===== src/rtl/core/bsel_pkg.sv =====
// Package for the clock multiplier button selector.
// Holds the phase type, configuration and result structs, shared constants and count_load.
// No dependencies.
package bsel_pkg;

    // Width of the tick counter that times debounce, hold and reset pulses.
    localparam int COUNT_W = 16;
    localparam logic [COUNT_W-1:0] COUNT_ONE = COUNT_W'(1);

    // Configuration register indexes.
    localparam int CFG_IDX_W = 2;
    localparam logic [CFG_IDX_W-1:0] REG_INIT_MULT  = 2'd0;
    localparam logic [CFG_IDX_W-1:0] REG_DEBOUNCE   = 2'd1;
    localparam logic [CFG_IDX_W-1:0] REG_MODE_DELAY = 2'd2;
    localparam logic [CFG_IDX_W-1:0] REG_PULSE      = 2'd3;
    localparam int CFG_DATA_W = 16;

    // Configuration reset values.
    localparam logic [7:0]  INIT_MULT_RST  = 8'd1;
    localparam logic [15:0] DEBOUNCE_RST   = 16'd25;
    localparam logic [15:0] MODE_DELAY_RST = 16'd500;
    localparam logic [15:0] PULSE_RST      = 16'd150;

    // Multiplier code limits.
    localparam logic [2:0] CODE_MIN = 3'd1;
    localparam logic [2:0] CODE_MAX = 3'd3;

    typedef enum logic [2:0] {
        PH_INIT     = 3'd0,
        PH_UPDATE   = 3'd1,
        PH_IDLE     = 3'd2,
        PH_DEBOUNCE = 3'd3,
        PH_CHECK    = 3'd4,
        PH_NEXT     = 3'd5,
        PH_PULSE    = 3'd6
    } phase_t;

    typedef struct packed {
        logic [7:0]  initial_multiplier;
        logic [15:0] debounce_ticks;
        logic [15:0] mode_delay_ticks;
        logic [15:0] reset_pulse_ticks;
    } cfg_t;

    typedef struct packed {
        logic       mult_pin_low;
        logic       mult_pin_high;
        logic       led_low;
        logic       led_high;
        logic       console_reset;
        logic       save_strobe;
        logic [1:0] save_value;
    } result_t;

    // Loads a tick count into the counter, keeping the bits that fit.
    function automatic logic [COUNT_W-1:0] count_load(input logic [15:0] v);
        return COUNT_W'(v);
    endfunction

endpackage


===== src/rtl/core/bsel_cfg.sv =====
// Configuration register file of the clock multiplier button selector.
// Depends on bsel_pkg.
module bsel_cfg (
    input  logic                             clk,
    input  logic                             rst_n,
    input  logic                             cfg_we,
    input  logic [bsel_pkg::CFG_IDX_W-1:0]   cfg_index,
    input  logic [bsel_pkg::CFG_DATA_W-1:0]  cfg_data,
    output bsel_pkg::cfg_t                   cfg
);
    import bsel_pkg::*;

    cfg_t cfg_reg;
    cfg_t cfg_next;

    always_comb
    begin
        cfg_next = cfg_reg;
        if (cfg_we)
        begin
            unique case (cfg_index)
                REG_INIT_MULT:  cfg_next.initial_multiplier = cfg_data[7:0];
                REG_DEBOUNCE:   cfg_next.debounce_ticks     = cfg_data;
                REG_MODE_DELAY: cfg_next.mode_delay_ticks   = cfg_data;
                REG_PULSE:      cfg_next.reset_pulse_ticks  = cfg_data;
                default:        cfg_next = cfg_reg;
            endcase
        end
    end

    always_ff @(posedge clk or negedge rst_n)
    begin
        if (!rst_n)
        begin
            cfg_reg.initial_multiplier <= INIT_MULT_RST;
            cfg_reg.debounce_ticks     <= DEBOUNCE_RST;
            cfg_reg.mode_delay_ticks   <= MODE_DELAY_RST;
            cfg_reg.reset_pulse_ticks  <= PULSE_RST;
        end
        else
        begin
            cfg_reg <= cfg_next;
        end
    end

    assign cfg = cfg_reg;

endmodule


===== src/rtl/core/bsel_fsm.sv =====
// Per-tick state machine of the clock multiplier button selector.
// Updates the phase, code, counter and pin levels for each accepted word.
// Depends on bsel_pkg.
module bsel_fsm (
    input  logic              clk,
    input  logic              rst_n,
    input  logic              step,
    input  logic              button_pressed,
    input  bsel_pkg::cfg_t    cfg,
    output bsel_pkg::result_t result
);
    import bsel_pkg::*;

    phase_t               phase_reg, phase_next;
    logic [2:0]           code_reg, code_next;
    logic                 locked_reg, locked_next;
    logic [COUNT_W-1:0]   count_reg, count_next;
    logic                 pin_lo_reg, pin_lo_next;
    logic                 pin_hi_reg, pin_hi_next;
    logic [1:0]           led_reg, led_next;
    logic                 rst_lvl_reg, rst_lvl_next;
    logic                 strobe;
    logic [1:0]           sval;
    logic                 count_zero;
    logic [2:0]           code_fixed;

    always_ff @(posedge clk or negedge rst_n)
    begin
        if (!rst_n)
        begin
            phase_reg   <= PH_INIT;
            code_reg    <= '0;
            locked_reg  <= 1'b0;
            count_reg   <= '0;
            pin_lo_reg  <= 1'b0;
            pin_hi_reg  <= 1'b0;
            led_reg     <= '0;
            rst_lvl_reg <= 1'b1;
        end
        else if (step)
        begin
            phase_reg   <= phase_next;
            code_reg    <= code_next;
            locked_reg  <= locked_next;
            count_reg   <= count_next;
            pin_lo_reg  <= pin_lo_next;
            pin_hi_reg  <= pin_hi_next;
            led_reg     <= led_next;
            rst_lvl_reg <= rst_lvl_next;
        end
    end

    assign count_zero = (count_reg == '0);
    // A code stepped past the top wraps back to the lowest speed-up code.
    assign code_fixed = (code_reg > CODE_MAX) ? CODE_MIN : code_reg;

    always_comb
    begin
        phase_next   = phase_reg;
        code_next    = code_reg;
        locked_next  = locked_reg;
        count_next   = count_reg;
        pin_lo_next  = pin_lo_reg;
        pin_hi_next  = pin_hi_reg;
        led_next     = led_reg;
        rst_lvl_next = rst_lvl_reg;
        strobe       = 1'b0;
        sval         = 2'd0;

        unique case (phase_reg)
            PH_INIT:
            begin
                code_next  = (cfg.initial_multiplier > 8'(CODE_MAX)) ?
                             CODE_MIN : cfg.initial_multiplier[2:0];
                phase_next = PH_UPDATE;
            end
            PH_UPDATE:
            begin
                code_next = code_fixed;
                led_next  = code_fixed[1:0];
                if (locked_reg)
                begin
                    count_next = count_load(cfg.mode_delay_ticks);
                    phase_next = PH_NEXT;
                end
                else
                begin
                    pin_lo_next  = code_fixed[0];
                    pin_hi_next  = code_fixed[1];
                    strobe       = 1'b1;
                    sval         = code_fixed[1:0];
                    rst_lvl_next = 1'b0;
                    locked_next  = 1'b1;
                    phase_next   = PH_IDLE;
                end
            end
            PH_IDLE:
            begin
                if (button_pressed)
                begin
                    count_next = count_load(cfg.debounce_ticks);
                    phase_next = PH_DEBOUNCE;
                end
            end
            PH_DEBOUNCE:
            begin
                if (!count_zero)
                begin
                    count_next = count_reg - COUNT_ONE;
                end
                else if (button_pressed)
                begin
                    count_next = count_load(cfg.mode_delay_ticks);
                    phase_next = PH_CHECK;
                end
                else
                begin
                    phase_next = PH_IDLE;
                end
            end
            PH_CHECK:
            begin
                if (button_pressed)
                begin
                    if (!count_zero)
                        count_next = count_reg - COUNT_ONE;
                    else
                        phase_next = PH_NEXT;
                end
                else
                begin
                    rst_lvl_next = 1'b1;
                    count_next   = count_load(cfg.reset_pulse_ticks);
                    phase_next   = PH_PULSE;
                end
            end
            PH_NEXT:
            begin
                if (button_pressed)
                begin
                    if (!count_zero)
                    begin
                        count_next = count_reg - COUNT_ONE;
                    end
                    else
                    begin
                        code_next  = code_reg + 3'd1;
                        phase_next = PH_UPDATE;
                    end
                end
                else
                begin
                    strobe     = 1'b1;
                    sval       = code_reg[1:0];
                    phase_next = PH_IDLE;
                end
            end
            PH_PULSE:
            begin
                if (!count_zero)
                begin
                    count_next = count_reg - COUNT_ONE;
                end
                else
                begin
                    rst_lvl_next = 1'b0;
                    phase_next   = PH_IDLE;
                end
            end
            default:
            begin
                phase_next = phase_reg;
            end
        endcase
    end

    always_comb
    begin
        result.mult_pin_low  = pin_lo_next;
        result.mult_pin_high = pin_hi_next;
        result.led_low       = led_next[0];
        result.led_high      = led_next[1];
        result.console_reset = rst_lvl_next;
        result.save_strobe   = strobe;
        result.save_value    = sval;
    end

endmodule


===== src/rtl/core/bsel_out.sv =====
// Output register of the clock multiplier button selector.
// Holds one result word until the receiver takes it. Depends on bsel_pkg.
module bsel_out (
    input  logic              clk,
    input  logic              rst_n,
    input  logic              load,
    input  bsel_pkg::result_t result_in,
    output logic              space,
    output logic              out_valid,
    input  logic              out_ready,
    output bsel_pkg::result_t result_out
);
    import bsel_pkg::*;

    logic    valid_reg;
    logic    valid_next;
    result_t data_reg;

    // The register can take a new word when empty or when its word leaves now.
    assign space      = !valid_reg || out_ready;
    assign valid_next = load || (valid_reg && !out_ready);

    always_ff @(posedge clk or negedge rst_n)
    begin
        if (!rst_n)
            valid_reg <= 1'b0;
        else
            valid_reg <= valid_next;
    end

    always_ff @(posedge clk)
    begin
        if (load)
            data_reg <= result_in;
    end

    assign out_valid  = valid_reg;
    assign result_out = data_reg;

endmodule


===== src/rtl/core/clock_multiplier_button_selector_core.sv =====
// Top level of the clock multiplier button selector.
// Instantiates bsel_cfg, bsel_fsm and bsel_out; depends on bsel_pkg.
//
// Usage:
// Each input word is one timer tick carrying the level of the reset button
// (button_pressed). Each accepted tick yields exactly one result word with the
// multiplier pins, the LED levels, the console reset level and a save request.
// The input channel (in_valid/in_ready) and the output channel
// (out_valid/out_ready) use a valid/ready handshake. A tick is processed in
// the cycle it is accepted and its result appears in the output register on
// the next cycle; one tick can be taken every cycle while the receiver keeps
// up. The rate is set by the single state update between the state registers
// and the output register.
// When the receiver stalls, the result word holds in the output register and
// in_ready drops until that word is taken; no tick is lost or repeated.
// Reset (rst_n, asynchronous, active low) puts the sequencer in its power-up
// phase with the console held in reset, empties the output register, and
// loads the configuration defaults: stored code 1, debounce 25 ticks, mode
// delay 500 ticks, reset pulse 150 ticks. Configuration is written through
// cfg_we, cfg_index and cfg_data, one register per cycle; the user must write
// it only while the block is idle, and the block itself does not enforce this.
module clock_multiplier_button_selector_core (
    input  logic                             clk,
    input  logic                             rst_n,
    input  logic                             cfg_we,
    input  logic [bsel_pkg::CFG_IDX_W-1:0]   cfg_index,
    input  logic [bsel_pkg::CFG_DATA_W-1:0]  cfg_data,
    input  logic                             in_valid,
    output logic                             in_ready,
    input  logic                             button_pressed,
    output logic                             out_valid,
    input  logic                             out_ready,
    output logic                             mult_pin_low,
    output logic                             mult_pin_high,
    output logic                             led_low,
    output logic                             led_high,
    output logic                             console_reset,
    output logic                             save_strobe,
    output logic [1:0]                       save_value
);
    import bsel_pkg::*;

    cfg_t    cfg;
    result_t fsm_result;
    result_t out_result;
    logic    space;
    logic    accept;

    // A tick is taken whenever the output register has room for its result.
    assign in_ready = space;
    assign accept   = in_valid && space;

    bsel_cfg u_cfg (
        .clk       (clk),
        .rst_n     (rst_n),
        .cfg_we    (cfg_we),
        .cfg_index (cfg_index),
        .cfg_data  (cfg_data),
        .cfg       (cfg)
    );

    bsel_fsm u_fsm (
        .clk            (clk),
        .rst_n          (rst_n),
        .step           (accept),
        .button_pressed (button_pressed),
        .cfg            (cfg),
        .result         (fsm_result)
    );

    bsel_out u_out (
        .clk        (clk),
        .rst_n      (rst_n),
        .load       (accept),
        .result_in  (fsm_result),
        .space      (space),
        .out_valid  (out_valid),
        .out_ready  (out_ready),
        .result_out (out_result)
    );

    // Result word fields go straight to their own ports.
    assign mult_pin_low  = out_result.mult_pin_low;
    assign mult_pin_high = out_result.mult_pin_high;
    assign led_low       = out_result.led_low;
    assign led_high      = out_result.led_high;
    assign console_reset = out_result.console_reset;
    assign save_strobe   = out_result.save_strobe;
    assign save_value    = out_result.save_value;

endmodule

===== config.mk =====
export PLATFORM = sky130hd
export DESIGN_NAME = clock_multiplier_button_selector_core
export DESIGN_NICKNAME = d
export VERILOG_FILES = /design/src/rtl/core/bsel_pkg.sv /design/src/rtl/core/bsel_cfg.sv /design/src/rtl/core/bsel_fsm.sv /design/src/rtl/core/bsel_out.sv /design/src/rtl/core/clock_multiplier_button_selector_core.sv
export SDC_FILE = /design/constraint.sdc
export NUM_CORES = 1
export LEC_CHECK = 0
export ABC_AREA = 1
export BUFFER_PORTS_ARGS = -buffer_cell sky130_fd_sc_hd__buf_2
export CORE_UTILIZATION = 45
export DETAILED_ROUTE_END_ITERATION = 8
export HOLD_SLACK_MARGIN = 0.02
export PLACE_DENSITY = 0.74
export SYNTH_ARGS = -nofsm -noshare
export SYNTH_HDL_FRONTEND = slang
export SYNTH_SLANG_ARGS = --single-unit

===== constraint.sdc =====
create_clock -name clk -period 1.71 [get_ports clk]
set_clock_uncertainty 0.05 [all_clocks]
set_input_delay 0.342 -clock clk [delete_from_list [all_inputs] [get_ports clk]]
set_output_delay 0.342 -clock clk [all_outputs]
set_load 0.02 [all_outputs]

==> results of run 1 <==
## timing repair
action / in CTS / in global routing
gates resized for setup: 4 / 73
hold buffers: 1 / 0
endpoints found under the setup margin: 12 / 25
pin swaps: 0 / 9
buffers inserted: 0 / 8
cloned: 0 / 3
endpoints found under the hold margin: 26 / 0
## worst max-delay path: stages (launching register included)
cell and delay, ns:
dfrtp_1 0.40, nor2_2 0.19, nand2_4 0.10, nor2_4 0.21, nand3_4 0.17, nand2_1 0.14, nand3_2 0.14, nand2_1 0.11
o21ai_1 0.07
## routing by layer
| metal | wire, um | vias to the layer above | GRT usage, % | share of wire, % |
|---|---|---|---|---|
| met4 | 325 | 0 | 10.86 | 2.4 |
| li1 | - | 2384 | - | - |
| met5 | 0 | - | 0 | 0 |
| met1 | 6012 | 2300 | 30.27 | 45 |
| met2 | 6577 | 149 | 38.99 | 49 |
| met3 | 578 | 27 | 3.797 | 4.3 |
## power by group through the flow
stage	Clock [mW]	Sequential, mW	Combinational (mW)
6_report	1.67	3.18	5.30
5_1_grt	1.77	3.23	5.80
4_1_cts	1.69	3.13	4.48
3_5_place_dp	0	3.16	4.41
3_3_place_gp	0	3.14	4.31
2_1_floorplan	0	3.16	2.71
## cells in the mapped netlist, types with 2 or more instances
| cell type | count | area [sq um] |
|---|---|---|
| dfstp_2 | 15 | 394.1 |
| nor3_1 | 5 | 25.02 |
| ha_1 | 4 | 50.05 |
| nand2_2 | 2 | 12.51 |
| inv_2 | 4 | 15.01 |
| o21ai_1 | 4 | 20.02 |
| nand3b_1 | 2 | 15.01 |
| a21oi_1 | 16 | 80.08 |
| xnor2_1 | 3 | 26.28 |
| inv_1 | 69 | 259.0 |
| nor2_2 | 7 | 43.79 |
| nand2_1 | 244 | 915.9 |
| xor2_1 | 2 | 17.52 |
| edfxtp_1 | 8 | 240.2 |
| nor2_1 | 70 | 262.8 |
| o21ai_0 | 75 | 375.4 |
| clkbuf_1 | 11 | 41.29 |
| buf_4 | 3 | 22.52 |
| buf_6 | 4 | 45.04 |
| a21oi_2 | 2 | 17.52 |
| nand4_1 | 14 | 87.58 |
| nand3_1 | 42 | 210.2 |
| buf_2 | 5 | 25.02 |
| dfrtp_1 | 70 | 1752 |
## through the flow
| step | cell area, sq um | worst slack (ns) |
|---|---|---|
| finish | 6342 | -0.004433 |
| global route | 6342 | -0.1080 |
| CTS | 6021 | 0.001489 |
| detailed placement | 5771 | -0.01735 |
| global placement | 5771 | -0.001018 |
| floorplan | 5065 | 0.02034 |
## cell type report
| class | instances | area, sq um |
|---|---|---|
| fillers | 925 | 4546 |
| multi-input cells | 504 | 2497 |
| flip-flops and latches | 93 | 2390 |
| repair buffers | 99 | 775.7 |
| inverters | 73 | 276.5 |
| clock buffers | 12 | 176.4 |
| well taps | 140 | 175.2 |
| clock inverters | 4 | 51.30 |
## final timing paths
| path | from | end | slack (ns) | cells after the start |
|---|---|---|---|---|
| hold reg to reg | u_cfg.cfg[45] | u_cfg.cfg[45] | 0.44 | 2 |
| max in group asynchronous | rst_n | u_cfg.cfg[2] | 0.65 | 3 |
| setup / recovery | u_fsm.count_reg[6] | u_fsm.phase_reg[1] | -0.004 | 8 |
| min in group asynchronous | rst_n | u_fsm.count_reg[11] | 0.38 | 2 |
| setup reg to reg | u_fsm.count_reg[6] | u_fsm.phase_reg[1] | -0.004 | 8 |
| hold / removal | in_valid | u_out.out_valid | 0.11 | 3 |
## cells by family after synthesis
logic type | count (synthesis)
AOI/OAI and AO/OA | 100
xor gates and xnor gates | 5
adders and majority gates | 4
buffers and inverters | 97
DFF | 93
and+or+nand+nor | 394
==> results_dict.tcl, run 1 <==
set metrics [dict create \
    clk_pin_slew_ns 0.10 \
    drv_slew 0 \
    crit_fanout 6 \
    syn_avg_cell_area_sq_um 7.309 \
    grt-ovfl-total 0 \
    grt_max_degree 33 \
    startpoint_type "flip-flop" \
    drive_gt1_share_pct 24.71 \
    hold_ws_ns 0.1061 \
    synthesis.nets 721 \
    wl_per_cell_um 14.59 \
    rows 38 \
    p_comb_share_pct 52.2 \
    final_nets 808 \
    die-area_sq_um 11680 \
    ys_async_sr_fraction_pct 91.40 \
    yosys_most_used_dff "dfrtp_1" \
    yosysSeqAreaShare_pct 47.11 \
    max_freq_mhz 583.3 \
    htree_levels 3 \
    power.internal_mw 5.811 \
    grt_first_pass_wirelength_um 21430 \
    final_common_cell "nand2_1" \
    clock-sinks 93 \
    gr-usage-all-layers_pct 23.57 \
    final_hold_viol_count 0 \
    coreArea_sq_um 10890 \
    status "finished with violations" \
    die_h_um 108.1 \
    portBuffers 33 \
    cts_tree "built" \
    synth_compound_area_share_pct 10.15 \
    synthAdderAreaFrac_pct 0.9881 \
    cp.arrival_ns 1.93 \
    worstMarginPinSlew_ns 0.4351 \
    n_antenna_cell 0 \
    gp_congestion 0.9225 \
    drv_cap 0 \
    synthToLayoutAreaGrowth_pct 25.22 \
    largest_reg_flops 56 \
    share_seq_of_total_power_pct 31.4 \
    yosysUniqueCellTypes 36 \
    drtIter0Drc 445 \
    power.share.switching_pct 42.71 \
    instances_no_fill 925 \
    post_synth_xor_area_fraction_pct 0.8646 \
    synthCells 693 \
    viasPerCell 5.254 \
    ys_ff_latch 93 \
    synth-simple-area-share_pct 32.76 \
    fin_setup_tns_ns -0.005762 \
    drc 0 \
    cellPowerDensity_nw_per_um2 1599 \
    fin_util_pct 58.25 \
    antenna_found_initial 0 \
    leakagePower_nw 3.155 \
    synth_edf_count 8 \
    synth_top_family_by_area "simple AND/OR/NAND/NOR gates" \
    ys.warnings.count 0 \
    num_vias 4860 \
    crit_type "reg2reg" \
    dp.cells 897 \
    p_sw_mw 4.332 \
    fin_crit_ns 1.714 \
    critPathRequiredTime_ns 1.93 \
    mostFrequentLayoutCells "nand2_1, o21ai_0, dfrtp_1" \
    relSlewSlack_pct 70.96 \
    ir_drop_mv 0.7128 \
    rsz0062_at_grt "true" \
    drt-pass1-iter-count 5 \
    syn_area_sq_um 5065 \
    die_w_um 108.1 \
    postRouteAntennaNets 0 \
    cts-root-buf "clkbuf_8" \
    start_util_pct 46.52 \
    clock_power_share_pct 16.4 \
    end_kind "flip-flop" \
    violations "setup timing" \
    io_pins 34 \
    period_share_pct 100.3 \
    wirelength_um 13490 \
    power_mw 10.14 \
    clk_path_buf_depth 2 \
    setup_ws_ns -0.004433 \
    synth_mux_area_share_pct 0 \
    grt_pass1_vias 4584 \
    dpl.hpwl_um 9341 \
    cts_buffers 9 \
    hp-class "in2reg" \
    setup_viol 2 \
    insertion_delay_ns 0.39 \
]
Note: power is estimated with default switching activity, not from simulation.
==> inputs of run 2 (changes only) <==
Settings changed: RECOVER_POWER set to 50.
==> results_dict.tcl, run 2 (same netlist as run 1, synthesis figures left out) <==
set metrics [dict create \
    coreArea_sq_um 10890 \
    n_antenna_cell 0 \
    cp.arrival_ns 1.96 \
    grt_max_degree 33 \
    cts-root-buf "clkbuf_8" \
    p_sw_mw 4.326 \
    clock-sinks 93 \
    htree_levels 3 \
    critPathSlowestCell "dfrtp_1" \
    cellPowerDensity_nw_per_um2 1604 \
    cts_buffers 9 \
    setup_ws_ns -0.01032 \
    insertion_delay_ns 0.39 \
    crit_top_cell "nand2_1" \
    portBuffers 33 \
    die-area_sq_um 11680 \
    drv_cap 0 \
    ir_drop_mv 0.7133 \
    dpl_cell_area_sq_um 5771 \
    worstMarginPinSlew_ns 0.7984 \
    io_pins 34 \
    clock_power_share_pct 16.5 \
    period_share_pct 100.6 \
    end_kind "flip-flop" \
    drive_gt1_share_pct 24.33 \
    violations "setup timing" \
    gr-usage-all-layers_pct 23.57 \
    stdcell_area_sq_um 6316 \
    start_util_pct 46.52 \
    postRouteAntennaNets 0 \
    hold-path-cell-count 3 \
    path_cells "inv_2 -> ha_4 -> nand2_2 -> nor2_4 -> buf_6 -> nand4_1 -> nand2_1 -> nand2_1 -> nand2_1 -> nand2_1 -> nand2_1 -> nand2_1" \
    num_vias 4853 \
    relSlewSlack_pct 46.78 \
    rsz0062_at_grt "true" \
    power_mw 10.13 \
    drv_slew 0 \
    mostFrequentLayoutCells "nand2_1, o21ai_0, dfrtp_1" \
    max_freq_mhz 581.3 \
    crit_fanout 5 \
    grt_first_pass_wirelength_um 21430 \
    leakagePower_nw 3.140 \
    die_w_um 108.1 \
    gp_congestion 0.9225 \
    largest_reg_flops 56 \
    drtIter0Drc 490 \
    p_comb_share_pct 52.1 \
    drc 0 \
    fin_crit_ns 1.720 \
    setup_viol 2 \
    cts_tree "built" \
    ff2ff_path_depth 12 \
    final_nets 808 \
    drt-pass1-iter-count 5 \
    final_common_cell "nand2_1" \
    fin_setup_tns_ns -0.01587 \
    cpPeakStageDelay_ns 0.40 \
    rows 38 \
    clk_pin_slew_ns 0.10 \
    wl_per_cell_um 14.57 \
    die_h_um 108.1 \
    antenna_found_initial 0 \
    synthToLayoutAreaGrowth_pct 24.70 \
    dpl.hpwl_um 9341 \
    final_hold_viol_count 0 \
    viasPerCell 5.246 \
    crit_type "reg2reg" \
    share_seq_of_total_power_pct 31.4 \
    clk_path_buf_depth 2 \
    startpoint_type "flip-flop" \
    hp-class "in2reg" \
    power.internal_mw 5.803 \
    wirelength_um 13480 \
    status "finished with violations" \
    critPathRequiredTime_ns 1.95 \
    grt_pass1_vias 4584 \
    grt-ovfl-total 0 \
    power.share.switching_pct 42.71 \
    hold_ws_ns 0.1053 \
]
run 2: cell types whose count changed in the layout (fill, tap and decap cells not counted), sizes merged:
cell,delta
buf,-7
clkbuf,+7
run 2: worst paths after layout:
path                                    start                  end  slack (ns)
hold reg to reg                 u_cfg.cfg[45]        u_cfg.cfg[45]        0.44
max in group asynchronous               rst_n         u_cfg.cfg[2]        0.17
hold / removal                       in_valid      u_out.out_valid        0.11
min in group asynchronous               rst_n  u_fsm.count_reg[11]        0.52
setup / recovery           u_fsm.count_reg[0]   u_fsm.count_reg[6]       -0.01
setup reg to reg           u_fsm.count_reg[0]   u_fsm.count_reg[6]       -0.01
run 2: power by group through the flow:
stage | clock network (mW) | registers (mW) | logic, mW
final | 1.67 | 3.18 | 5.28
after global routing | 1.77 | 3.23 | 5.80
after CTS | 1.69 | 3.13 | 4.48
after detailed placement | 0 | 3.16 | 4.41
after global placement | 0 | 3.14 | 4.31
after floorplan | 0 | 3.16 | 2.71
run 2: layer usage:
| layer | vias to the layer above | wire, um | track usage [%] | share of wire [%] |
|---|---|---|---|---|
| met5 | - | 0 | 0 | 0 |
| met3 | 29 | 607 | 3.797 | 4.5 |
| met2 | 161 | 6534 | 38.99 | 48 |
| met1 | 2278 | 5975 | 30.27 | 44 |
| li1 | 2385 | - | - | - |
| met4 | 0 | 364 | 10.86 | 2.7 |
run 2: critical path: cells and delay by family (launching register included):
kind | cells | cell delay (ns)
buffers and inverters | 2 | 0.27
DFF | 1 | 0.40
and+or+nand+nor | 9 | 0.76
adders and majority gates | 1 | 0.14
run 2: layout make-up:
| class | count | area [sq um] |
|---|---|---|
| inverter | 73 | 276.5 |
| timing repair buffer | 99 | 749.5 |
| clock buffer | 12 | 176.4 |
| clock inverter | 4 | 51.30 |
| sequential | 93 | 2390 |
| multi-input combinational | 504 | 2497 |
| tap | 140 | 175.2 |
| fill | 926 | 4572 |
run 2: per-stage QoR:
step,worst slack [ns],cells,utilization (%)
6_report,-0.01032,925,58.01
2_1_floorplan,0.02034,693,-
3_3_place_gp,-0.001018,897,53.00
4_1_cts,0.001489,914,55.30
5_1_grt,-0.1080,925,58.01
3_5_place_dp,-0.01735,897,53.00
run 2: repair_timing:
action	in CTS	in global routing
resized for setup	4	73
setup endpoints to repair	12	25
hold endpoints to repair	26	0
gates cloned	0	3
hold buffers	1	0
pin swaps	0	9
buffers inserted	0	8
